<file path="config.mk">
export PLATFORM = sky130hd
export DESIGN_NAME = bhpq_front
export DESIGN_NICKNAME = d
export VERILOG_FILES = /design/src/hw/rtl/bhpq_pkg.sv /design/src/hw/rtl/bhpq_front.sv
export SDC_FILE = /design/constraint.sdc
export NUM_CORES = 1
export LEC_CHECK = 0
export ABC_AREA = 1
export BUFFER_PORTS_ARGS = -buffer_cell sky130_fd_sc_hd__buf_2
export CORE_UTILIZATION = 52
export CTS_CLUSTER_DIAMETER = 100
export CTS_CLUSTER_SIZE = 30
export DETAILED_ROUTE_END_ITERATION = 6
export PLACE_DENSITY = 0.88
export RECOVER_POWER = 25
export SYNTH_ARGS = -nofsm -noshare
export SYNTH_HDL_FRONTEND = slang
export SYNTH_SLANG_ARGS = --single-unit
</file>
<file path="constraint.sdc">
create_clock -name clk -period 4.77 [get_ports clk]
set_input_delay 0.2385 -clock clk [delete_from_list [all_inputs] [get_ports clk]]
set_output_delay 0.2385 -clock clk [all_outputs]
set_load 0.05 [all_outputs]
</file>
<file path="src/hw/rtl/bhpq_pkg.sv">
// Shared types, codes and default sizes of the binary heap priority queue.
`default_nettype none
package bhpq_pkg;

	localparam int unsigned CAPACITY_DEF  = 1024;
	localparam int unsigned KEY_BITS_DEF  = 32;
	localparam int unsigned TAG_BITS      = 10;
	localparam int unsigned TAG_SPACE     = 1024;
	localparam int unsigned KEY_PORT_BITS = 32;
	localparam int unsigned CNT_PORT_BITS = 11;

	typedef enum logic [1:0] {
		FN_INSERT      = 2'd0,
		FN_REMOVE_TAG  = 2'd1,
		FN_REMOVE_ROOT = 2'd2,
		FN_READ        = 2'd3
	} func_t;

	typedef enum logic [1:0] {
		ST_OK   = 2'd0,
		ST_FULL = 2'd1,
		ST_MISS = 2'd2,
		ST_DUP  = 2'd3
	} status_t;

	// Operation class decided by the front end, one-hot.
	typedef enum logic [3:0] {
		OP_INSERT      = 4'b0001,
		OP_REMOVE_TAG  = 4'b0010,
		OP_REMOVE_ROOT = 4'b0100,
		OP_READ        = 4'b1000
	} op_t;

	typedef struct packed {
		func_t                     func;
		logic [KEY_PORT_BITS-1:0]  entry_key;
		logic [TAG_BITS-1:0]       entry_tag;
		logic [TAG_BITS-1:0]       heap_index;
	} item_t;

	typedef struct packed {
		status_t                   status;
		logic [KEY_PORT_BITS-1:0]  out_key;
		logic [TAG_BITS-1:0]       out_tag;
		logic [CNT_PORT_BITS-1:0]  fill_count;
	} res_t;

	typedef struct packed {
		op_t                       op;
		logic [KEY_PORT_BITS-1:0]  key;
		logic [TAG_BITS-1:0]       tag;
		logic [TAG_BITS-1:0]       idx;
	} cmd_t;

	typedef struct packed {
		logic clearing;
	} eng_ctl_t;

endpackage
`default_nettype wire

</file>
<file path="src/hw/rtl/bhpq_front.sv">
// Front end: accepts requests, classifies them and queues them for the engine.
`default_nettype none
module bhpq_front (
	input  wire                 clk,
	input  wire                 arst_n,
	input  wire                 push,
	output logic                full,
	input  bhpq_pkg::item_t     item,
	input  bhpq_pkg::eng_ctl_t  ctl,
	output logic                cmd_valid,
	output bhpq_pkg::cmd_t      cmd,
	input  wire                 cmd_take
);

	bhpq_pkg::cmd_t ent_q [2];
	logic       wr_q;
	logic       rd_q;
	logic [1:0] cnt_q;
	logic       acc;
	bhpq_pkg::cmd_t cls;

	always_comb begin
		cls.key = item.entry_key;
		cls.tag = item.entry_tag;
		cls.idx = item.heap_index;
		case (item.func)
			bhpq_pkg::FN_INSERT:      cls.op = bhpq_pkg::OP_INSERT;
			bhpq_pkg::FN_REMOVE_TAG:  cls.op = bhpq_pkg::OP_REMOVE_TAG;
			bhpq_pkg::FN_REMOVE_ROOT: cls.op = bhpq_pkg::OP_REMOVE_ROOT;
			bhpq_pkg::FN_READ:        cls.op = bhpq_pkg::OP_READ;
			default:                  cls.op = bhpq_pkg::OP_READ;
		endcase
	end

	// No request is taken while the engine clears its tag table.
	assign full      = (cnt_q == 2'd2) || ctl.clearing;
	assign acc       = push && !full;
	assign cmd_valid = (cnt_q != 2'd0);
	assign cmd       = ent_q[rd_q];

	always_ff @(posedge clk) begin
		if (acc) begin
			ent_q[wr_q] <= cls;
		end
	end

	always_ff @(posedge clk or negedge arst_n) begin
		if (!arst_n) begin
			wr_q  <= 1'b0;
			rd_q  <= 1'b0;
			cnt_q <= 2'd0;
		end else begin
			if (acc) begin
				wr_q <= ~wr_q;
			end
			if (cmd_take) begin
				rd_q <= ~rd_q;
			end
			cnt_q <= cnt_q + {1'b0, acc} - {1'b0, cmd_take};
		end
	end

endmodule
`default_nettype wire

</file>
After elaboration in Yosys (flattened, before gate mapping)

Memory sizes are Yosys's and may differ from the RTL's.
Cells that the tools add are included.

Register bits: 4
Memory bits (writable): 112
Input bits: 59
Output and inout port bits: 58
Word-level logic and storage cells: 20
Memories: 1

Memories:

| memory | words | width | rd ports | clocked after memory_dff | write ports | line             | RTL |
|---|---|---|---|---|---|---|---|
| ent_q  | 2     | 56    | 1        | 0                        | 1           | bhpq_front.sv:15 | `bhpq_pkg::cmd_t ent_q [2];` |

Add/sub/neg operators: 2
Eq/ne operators: 4
Muxes and demuxes: 3
Bitwise operators: 2
Reductions and logical operators: 5

Operator list:

| operator                                                               | count |
|---|---|
| 4-bit one-hot mux with 4 select lines                                  | 1 |
| 2-bit equality test (second input constant)                            | 3 |
| 2-bit by 1-bit adder with 2-bit output                                 | 1 |
| 2-bit by 1-bit equality test with 1-bit output (second input constant) | 1 |
| 2-bit logical NOT                                                      | 1 |
| 1-bit 2-to-1 mux                                                       | 2 |
| 1-bit inverter                                                         | 2 |
| 2-bit nonzero test                                                     | 1 |
| 2-bit by 1-bit subtractor with 2-bit output                            | 1 |
| 1-bit logical AND                                                      | 1 |
| 1-bit logical NOT                                                      | 1 |
| 1-bit logical OR                                                       | 1 |

Logic depth before layout (Yosys ltp)

Gate-level depths: netlist (run 1).

Word-level depth: 6
Gate-level depth with buffers: 9

Worst setup path before layout (run 1)

No wires, ideal clock.

Path type: register to register
From: reg cnt_q[1]
To: mem ent_q[1][0] (netlist bit), enable pin
Setup time: 0.470 ns
Data arrival time: 2.936 ns
Required time: 4.300 ns
Path slack: 1.364 ns
Stages on the path, launching flop included: 4
Path buffers: 0
Cells stage by stage: dfrtp_1 > nand2_1 > nand3_1 > nor2_1

Cells in the longest elaborated chain, start to end: 6

Ends and longest elaborated chain:

| element                                | line             | RTL |
|---|---|---|
| start: declaration                     | bhpq_front.sv:18 | `logic [1:0] cnt_q;` |
| start signal: assignment               | bhpq_front.sv:59 | `cnt_q <= cnt_q + {1'b0, acc} - {1'b0, cmd_take};` |
| 2-bit equality test                    | bhpq_front.sv:36 | `assign full = (cnt_q == 2'd2) \|\| ctl.clearing;` |
| 1-bit logical OR                       | bhpq_front.sv:36 |  |
| 1-bit logical NOT                      | bhpq_front.sv:37 | `assign acc = push && !full;` |
| 1-bit logical AND                      | bhpq_front.sv:37 |  |
| 1-bit 2-to-1 mux                       | bhpq_front.sv:42 | `if (acc) begin` |
| 1-bit 2-to-1 mux (not written as such) | bhpq_front.sv:43 | `ent_q[wr_q] <= cls;` |
| end: declaration                       | bhpq_front.sv:15 |  |

Every way passes these cells.

==> metrics.cfg, run 1 <==
[clock_network]
numCtsBuffers=17
clk_path_buf_depth=2
clkTransAtPathRegs_ns=0.06
clkSinkCount=116
post_cts_resized=0
insertion_delay_ns=0.49
htreeDepth=4
cts_setup_buffers=0
cts_tree=done
clock-root-buffer=clkbuf_8
hold_buffers=54

[timing]
slew_viol_final=0
setup_viol=0
slew_headroom=0.199
rsz0062_at_grt=no
post-route-period-util=0.511
worst_slew_pin_slew_ns=1.20
setup_ws_ns=2.33
final-hold-violation-count=0
fin_crit_ns=2.44
finClkSkew_ns=0.00617
setup_tns_ns=0
clock.fmax_mhz=410

[power_and_ir_drop]
ir_drop_mv=0.604
leakage_nw=2.61
switching_share=0.420
p_comb_frac=0.347
p_sw_mw=1.71
clkPwrFrac=0.304
p_int_mw=2.36
power_density_mw_per_mm2=663
sequentialPowerShare=0.349

[cells_and_area]
drive_gt1_frac=0.254
syn_to_final_growth_pct=39.9
final_util=0.749
nFillCells=536
num_antenna_cells=0
final_area_mm2=0.00615
fin_nets=567

[setup_path]
cp.arrival_ns=2.20
crit_path_start_kind=register
crit_path_max_fanout=113
worstPathRequired_ns=4.53
crit_type=register to output port
cp-end-kind=output port

[run]
maxCapViolCount=0

[yosys]
muxShareOfSynthArea=0
synth-simple-area-share=0.0643
synth_compound_area_frac=0.0637
yosysWarningCount=0
synth_top_family_by_area=buffers and inverters
netlist_instances=328
syn-cell-area_mm2=0.00440
synth_area_per_cell_um2=13.4
synthesis.nets=389
yosysSeqAreaShare=0.787
ys_seq_elements=116
synthXorXnorAreaFrac=0.00199
synth.distinct_cells=14
synthAdderAreaFrac=0.00569

[global_route]
overflow=0
grt_pass1_vias=2907
grt_max_degree=114
grt_pass1_wl_um=12700
grt_usage=0.197
antenna_found_initial=0

[placement]
globalplace.congestion=0.710
place_area_mm2=0.00504
port_buffers=116
dp_hpwl_um=4530
place_ws_ns=2.81

[die]
row_count=33
die_h_um=94.0
fp.dieW_um=94.0
initial_core_util=0.535
core_mm2=0.00822
dieArea_mm2=0.00883
io_pins=117

[routing]
vias=2961
ant_nets=0
drt_first_pass_iters=4
drt-initial-drc-count=174
wl_um=8360
route.detailed.drc=0
routedWlPerCell_um=13.4
viasPerCell=4.75

[status]
status=finished clean

[hold_path]
hold_path.class=primary input to register

## power groups by stage
| stage | combinational, mW | clock [mW] | sequential [mW] |
|---|---|---|---|
| global route | 1.49 | 1.29 | 1.45 |
| floorplan | 1.20 | 0 | 1.33 |
| finish | 1.41 | 1.24 | 1.42 |
| global placement | 1.35 | 0 | 1.43 |
| CTS | 1.41 | 1.26 | 1.42 |
| detailed placement | 1.37 | 0 | 1.44 |
## registers in the layout, summed over array words and instances, names as in the netlist
signal / count
rd_q: 1
cnt_q: 2
wr_q: 1
ent_q: 112
## through the flow
stage	cells	hold slack [ns]	power [mW]
2_1_floorplan	328	-0.0571	2.52
3_3_place_gp	538	0.0481	2.78
3_5_place_dp	538	0.0526	2.81
4_1_cts	624	0.0420	4.09
5_1_grt	624	0.0688	4.24
6_report	624	0.0708	4.08
## logic make-up (layout without fill, tap and decap cells)
family                   count (synthesis)  count (layout)
AND/OR/NAND/NOR                         74              74
XOR/XNOR                                 1               1
AO/OA/AOI/OAI                           56              56
buffers and inverters                   79             270
adder cells (fa/ha/maj)                  2               2
flip-flops                             116             116
## cells in the final DEF, fill, tap and decap left out
| master | count |
|---|---|
| clkbuf_8 | 1 |
| buf_4 | 1 |
| dlygate4sd3_1 | 54 |
| inv_2 | 1 |
| clkbuf_1 | 17 |
| xor2_1 | 1 |
| dfrtp_1 | 3 |
| o21ai_0 | 56 |
| nand2_1 | 67 |
| clkbuf_2 | 1 |
| nor2_1 | 3 |
| clkbuf_16 | 16 |
| nor2_4 | 1 |
| clkinv_1 | 2 |
| ha_1 | 2 |
| buf_1 | 1 |
| inv_1 | 66 |
| buf_2 | 97 |
| nand4_1 | 1 |
| clkinvlp_4 | 5 |
| edfxtp_1 | 112 |
| inv_6 | 4 |
| clkinv_4 | 1 |
| bufinv_16 | 3 |
| nand3_1 | 2 |
| dfrtp_4 | 1 |
## synth_stat cells
cell type	count	area share
buf_6	4	0.010
buf_4	3	0.0051
nand3_1	2	0.0023
o21ai_0	56	0.064
nor2_1	4	0.0034
nand2_1	67	0.057
nand4_1	1	0.0014
xor2_1	1	0.0020
inv_1	67	0.057
edfxtp_1	112	0.76
dfrtp_1	4	0.023
clkbuf_1	4	0.0034
ha_1	2	0.0057
buf_2	1	0.0011
## final timing paths
path	startpoint	slack, ns	depth (start not counted)	endpoint
max	rd_q$_DFFE_PN0P_	2.33	2	cmd[5]
min in group asynchronous	arst_n	0.12	2	wr_q$_DFFE_PN0P_
min reg2reg	wr_q$_DFFE_PN0P_	0.50	2	wr_q$_DFFE_PN0P_
max in group asynchronous	arst_n	4.42	2	rd_q$_DFFE_PN0P_
min	item[53]	0.07	2	ent_q[0][52]$_DFFE_PP_
max reg2reg	wr_q$_DFFE_PN0P_	2.74	3	ent_q[0][39]$_DFFE_PP_
## worst max-delay path: stages (launching register included)
cell     delay, ns
dfrtp_4       1.02
o21ai_0       0.31
buf_2         0.29
## final cells by class
type,instances,area [µm²],share of cell area
clock buffer,17,414,0.0673
clock inverter,15,179,0.0291
inverter,67,251,0.0409
multi-input combinational,133,604,0.0982
sequential,116,3470,0.563
tap,105,131,0.0214
timing repair buffer,171,1110,0.180
## layer usage
| layer | share of wire | up-vias | GRT usage |
|---|---|---|---|
| li1 | - | 1456 | - |
| met2 | 0.54 | 109 | 0.355 |
| met1 | 0.38 | 1375 | 0.203 |
| met5 | 0 | - | 0 |
| met4 | 0.022 | 0 | 0.108 |
| met3 | 0.054 | 21 | 0.0607 |
Note: power is estimated with default switching activity, not from simulation.
==> run 2, diff against run 1 <==
clock period = 2.3 ns   (was 4.77 ns; I/O delays follow)
==> run 2 against run 1 <==
Net effect:
- core utilization is 1.7 points higher
- global-route usage is 1.7 points higher
- hold slack better by 0.021 ns
- via count is 3.2% higher
- highest routed layer unchanged
==> metrics.cfg, run 2 (synthesized netlist as in run 1, its figures left out) <==
[status]
status=finished clean

[setup_path]
cp-end-kind=output port
crit_path_max_fanout=44  ; -61%
crit_path_start_kind=register
cp.arrival_ns=2.00  ; -0.20 ns
worstPathRequired_ns=2.18  ; -2.35 ns
crit_type=register to output port

[clock_network]
clkSinkCount=116  ; unchanged
htreeDepth=4  ; unchanged
cts_tree=done
cts_setup_buffers=0  ; unchanged
clk_path_buf_depth=2  ; unchanged
post_cts_resized=0  ; unchanged
insertion_delay_ns=0.50  ; about the same
numCtsBuffers=17  ; unchanged
clock-root-buffer=clkbuf_8
clkTransAtPathRegs_ns=0.06  ; about the same

[timing]
final-hold-violation-count=0  ; unchanged
setup_tns_ns=0  ; unchanged
fin_crit_ns=2.11
worst_slew_pin_slew_ns=0.555  ; -0.644 ns
clock.fmax_mhz=474
slew_headroom=0.630  ; +0.431
post-route-period-util=0.918
finClkSkew_ns=0.00738  ; +0.00121 ns
slew_viol_final=0  ; unchanged
setup_viol=0  ; unchanged
rsz0062_at_grt=no

[die]
core_mm2=0.00822  ; unchanged
die_h_um=94.0  ; unchanged
dieArea_mm2=0.00883  ; unchanged
io_pins=117  ; unchanged
row_count=33  ; unchanged
initial_core_util=0.535  ; unchanged
fp.dieW_um=94.0  ; unchanged

[routing]
ant_nets=0  ; unchanged
drt-initial-drc-count=203  ; +17%
viasPerCell=4.81  ; +1.5%
route.detailed.drc=0  ; unchanged
drt_first_pass_iters=4  ; unchanged
routedWlPerCell_um=14.1  ; +4.9%
wl_um=8920  ; +6.8%
vias=3057  ; +3.2%

[global_route]
met1_usage=0.234  ; +0.0315
busiest_layer=met2
grt_max_degree=45  ; -61%
grt_pass1_wl_um=13600  ; +7.0%
grt_pass1_vias=3030  ; +4.2%
grt_usage=0.214  ; +0.0170
use_met3=0.0761  ; +0.0154
antenna_found_initial=0  ; unchanged
grt_use_met2=0.377  ; +0.0213
overflow=0  ; unchanged

[placement]
dp_hpwl_um=5110  ; +13%
port_buffers=116  ; unchanged
globalplace.congestion=0.721  ; +1.5%

[cells_and_area]
final_common_cell=edfxtp_1
fin_nets=578  ; +1.9%
final_util=0.766  ; +0.0174
num_antenna_cells=0  ; unchanged
largest_register_ff_count=112  ; unchanged
largestRegisters=ent_q (112), cnt_q (2)
mostFrequentLayoutCells=112 x edfxtp_1, 88 x buf_2, 67 x nand2_1
drive_gt1_frac=0.240  ; -0.0147
top_register=ent_q
syn_to_final_growth_pct=43.1

[power_and_ir_drop]
power_density_mw_per_mm2=1390  ; +110%
leakage_nw=2.67  ; +2.3%
ir_drop_mv=0.970  ; +61%

[hold_path]
hold_path.class=primary input to register

[run]
maxCapViolCount=0  ; unchanged

[run 2: cell count changes in the layout (fill, tap and decap cells not counted), sizes merged]
cell / previous run / this run
buf: 99 / 94
bufinv: 3 / 5
clkbuf: 35 / 47
clkinv: 3 / 4
clkinvlp: 5 / 2
dlygate4sd3: 54 / 60
inv: 71 / 69
[run 2: power breakdown]
group | internal [mW] | total [mW] | leakage, nW | switching (mW)
clock network | 1.87 | 2.76 | 0.300 | 0.890
registers | 2.63 | 2.79 | 1.07 | 0.154
logic | 0.690 | 3.18 | 1.30 | 2.49
[run 2: critical path: stages (launching register included)]
cell and delay [ns]:
dfrtp_2 0.72, buf_12 0.26, nand2_1 0.08, o21ai_0 0.11, buf_2 0.31
[run 2: repair_timing]
action / CTS / global route
setup endpoints to repair: 0 / 0
hold buffers: 60 / 0
endpoints found under the hold margin: 118 / 0
[run 2: path summary, 6_finish.rpt]
path | endpoint | slack [ns] | depth (start not counted) | start
hold / removal | wr_q$_DFFE_PN0P_ | 0.09 | 5 | ctl
min in group asynchronous | cnt_q[0]$_DFF_PN0_ | 0.53 | 3 | arst_n
hold reg to reg | wr_q$_DFFE_PN0P_ | 0.49 | 2 | wr_q$_DFFE_PN0P_
setup reg to reg | ent_q[1][32]$_DFFE_PP_ | 0.71 | 4 | cnt_q[1]$_DFF_PN0_
setup / recovery | cmd[18] | 0.19 | 4 | rd_q$_DFFE_PN0P_
max in group asynchronous | rd_q$_DFFE_PN0P_ | 1.58 | 3 | arst_n
[run 2: final cells by class]
type,count,area [µm²]
sequential,116,3460
fill,511,1920
timing repair buffer,182,1220
multi-input combinational,133,604
clock buffer,19,422
inverter,67,251
clock inverter,13,205
tap,105,131
[run 2: through the flow]
stage	hold WS [ns]	std cells	power, mW	cell area, µm²	setup WS (ns)
floorplan	-0.181	328	5.24	4410	0.200
global placement	-0.0739	543	5.84	5100	0.787
detailed placement	-0.0719	543	5.91	5100	0.734
CTS	0.0689	635	8.76	6330	0.193
global route	0.103	635	9.10	6300	0.0269
finish	0.0917	635	8.73	6300	0.188
[run 2: routing by layer]
metal / vias to the layer above / routed length, µm
li1: 1480 / -
met1: 1451 / 3410
met3: 14 / 572
met4: 0 / 133
met5: - / 0
met2: 112 / 4810
==> run 3, diff against run 2 <==
CORE_UTILIZATION = 44   (was 52)
PLACE_DENSITY = 0.78   (was 0.88)
==> run 3 against run 2 <==
Net effect:
- count of clock-buffer cells in the layout unchanged
- via count decreased by 3.2%
- critical path depth unchanged
- combinational power about the same
- sequential share of layout area about the same
- clock skew decreased by 0.0028 ns
- register-to-register slack about the same
- design area about the same
- setup slack improved by 0.011 ns
- maximum frequency increased by 0.52%
- critical path type unchanged
- clock power decreased by 7%
- flip-flop and latch count unchanged
==> metrics.cfg, run 3 (synthesized netlist as in run 1, its figures left out) <==
[die]
io_pins=117  ; unchanged
fp.dieW_um=102  ; +8.5%
initial_core_util=0.452  ; -0.0832
dieArea_mm2=0.0104  ; +18%
core_mm2=0.00973  ; +18%
row_count=36  ; +9.1%
die_h_um=102  ; +8.5%

[cells_and_area]
drive_gt1_frac=0.249  ; +0.00943
final_util=0.648  ; -0.119
mostFrequentLayoutCells=112 x edfxtp_1, 94 x buf_2, 67 x nand2_1
largestRegisters=ent_q (112), cnt_q (2)
num_antenna_cells=0  ; unchanged
final_area_mm2=0.00630  ; about the same
fin_nets=578  ; unchanged
largest_register_ff_count=112  ; unchanged
syn_to_final_growth_pct=43.2  ; about the same
top_register=ent_q
final_common_cell=edfxtp_1

[setup_path]
crit_type=register to output port
crit_path_start_kind=register
r2r_end=ent_q[0][50]$_DFFE_PP_
worstPathRequired_ns=2.18  ; about the same
reg2reg_from=cnt_q[0]$_DFF_PN0_
cp-end-kind=output port
r2r_cells=5  ; +1
r2r_slack_ns=0.70  ; about the same
crit_path_max_fanout=36  ; -18%
cp.arrival_ns=1.99  ; about the same

[global_route]
use_met3=0.0622  ; -0.0138
met1_usage=0.192  ; -0.0425
grt_max_degree=50  ; +11%
grt_pass1_vias=3009  ; -0.69%
grt_pass1_wl_um=13400  ; -1.4%
overflow=0  ; unchanged
busiest_layer=met2
antenna_found_initial=0  ; unchanged
grt_usage=0.178  ; -0.0368
grt_use_met2=0.310  ; -0.0668

[timing]
fin_crit_ns=2.10  ; -0.0108 ns
setup_tns_ns=0  ; unchanged
rsz0062_at_grt=no
post-route-period-util=0.914  ; -0.00471
slew_headroom=0.723  ; +0.0928
clock.fmax_mhz=476  ; +0.52%
worst_slew_pin_slew_ns=0.415  ; -0.139 ns
final-hold-violation-count=0  ; unchanged
whs_ns=0.0928  ; +0.00112 ns
slew_viol_final=0  ; unchanged
setup_viol=0  ; unchanged
finClkSkew_ns=0.00459  ; -0.00279 ns

[routing]
routedWlPerCell_um=13.1  ; -7.1%
drt-initial-drc-count=119  ; -41%
ant_nets=0  ; unchanged
route.detailed.drc=0  ; unchanged
viasPerCell=4.46  ; -7.3%
vias=2959  ; -3.2%
wl_um=8650  ; -3.0%
drt_first_pass_iters=4  ; unchanged

[run]
maxCapViolCount=0  ; unchanged

[hold_path]
hold_depth=5  ; unchanged
hold_path.class=primary input to register
hold_end=wr_q$_DFFE_PN0P_
hp-start=ctl

[clock_network]
clock-root-buffer=clkbuf_8
clkSinkCount=116  ; unchanged
insertion_delay_ns=0.50  ; about the same
htreeDepth=4  ; unchanged
cts_tree=done
clkTransAtPathRegs_ns=0.05  ; about the same
numCtsBuffers=17  ; unchanged
clk_path_buf_depth=2  ; unchanged

[power_and_ir_drop]
power_density_mw_per_mm2=1350  ; -2.4%
leakage_nw=2.67  ; +0.21%
ir_drop_mv=0.698  ; -28%

[placement]
place_area_mm2=0.00514  ; +0.74%
globalplace.congestion=0.675  ; -6.4%
dp_hpwl_um=5200  ; +1.9%
port_buffers=116  ; unchanged

[status]
status=finished clean

## run 3: changes by cell type in the layout (fill, tap and decap cells not counted), sizes merged
cell      change
buf           +7
clkbuf        -7
inv           -2
bufinv        -1
clkinvlp      -1
clkinv        +4
## run 3: report_power, final
group	internal [mW]	total, mW	switching, mW
registers	2.64	2.80	0.157
clock network	1.73	2.57	0.835
logic	0.677	3.16	2.49
## run 3: per-layer routing
layer  vias to the layer above  wire [µm]
li1                       1474          -
met1                      1383       3510
met2                        84       4500
met3                        18        455
met4                         0        187
met5                         -          0
## run 3: worst max path at each step
stage / startpoint / end / slack [ns]
2_1_floorplan: wr_q$_DFFE_PN0P_ / ent_q[0][0]$_DFFE_PP_ / 0.20
5_1_grt: rd_q$_DFFE_PN0P_ / cmd[32] / 0.04
3_3_place_gp: wr_q$_DFFE_PN0P_ / ent_q[0][48]$_DFFE_PP_ / 0.76
4_1_cts: rd_q$_DFFE_PN0P_ / cmd[38] / 0.23
3_5_place_dp: wr_q$_DFFE_PN0P_ / ent_q[0][50]$_DFFE_PP_ / 0.70
6_report: rd_q$_DFFE_PN0P_ / cmd[32] / 0.20
## run 3: final cells by class
class                           instances  area, µm²
Inverter                               67        251
Multi-Input combinational cell        133        604
Fill cell                             763       3430
Tap cell                              133        166
Clock inverter                         13        164
Clock buffer                           19        422
Timing Repair Buffer                  182       1230
Sequential cell                       116       3470
## run 3: through the flow
step | std cells | power [mW] | setup slack, ns
after floorplan | 328 | 5.24 | 0.200
after global placement | 571 | 5.86 | 0.762
after detailed placement | 571 | 5.92 | 0.703
after CTS | 663 | 8.59 | 0.229
after global routing | 663 | 8.91 | 0.0436
final | 663 | 8.52 | 0.199
## run 3: worst max-delay path, stage by stage (launching register included)
cell	delay [ns]
dfrtp_4	0.64
buf_4	0.33
nand2_1	0.09
o21ai_0	0.10
buf_2	0.30
## run 3: what timing repair did
| action | in CTS | in global routing |
|---|---|---|
| setup buffers | 0 | 0 |
| setup endpoints to repair | 0 | 0 |
| resized for setup | 0 | 0 |
| hold buffers | 60 | 0 |
| hold endpoints to repair | 118 | 0 |
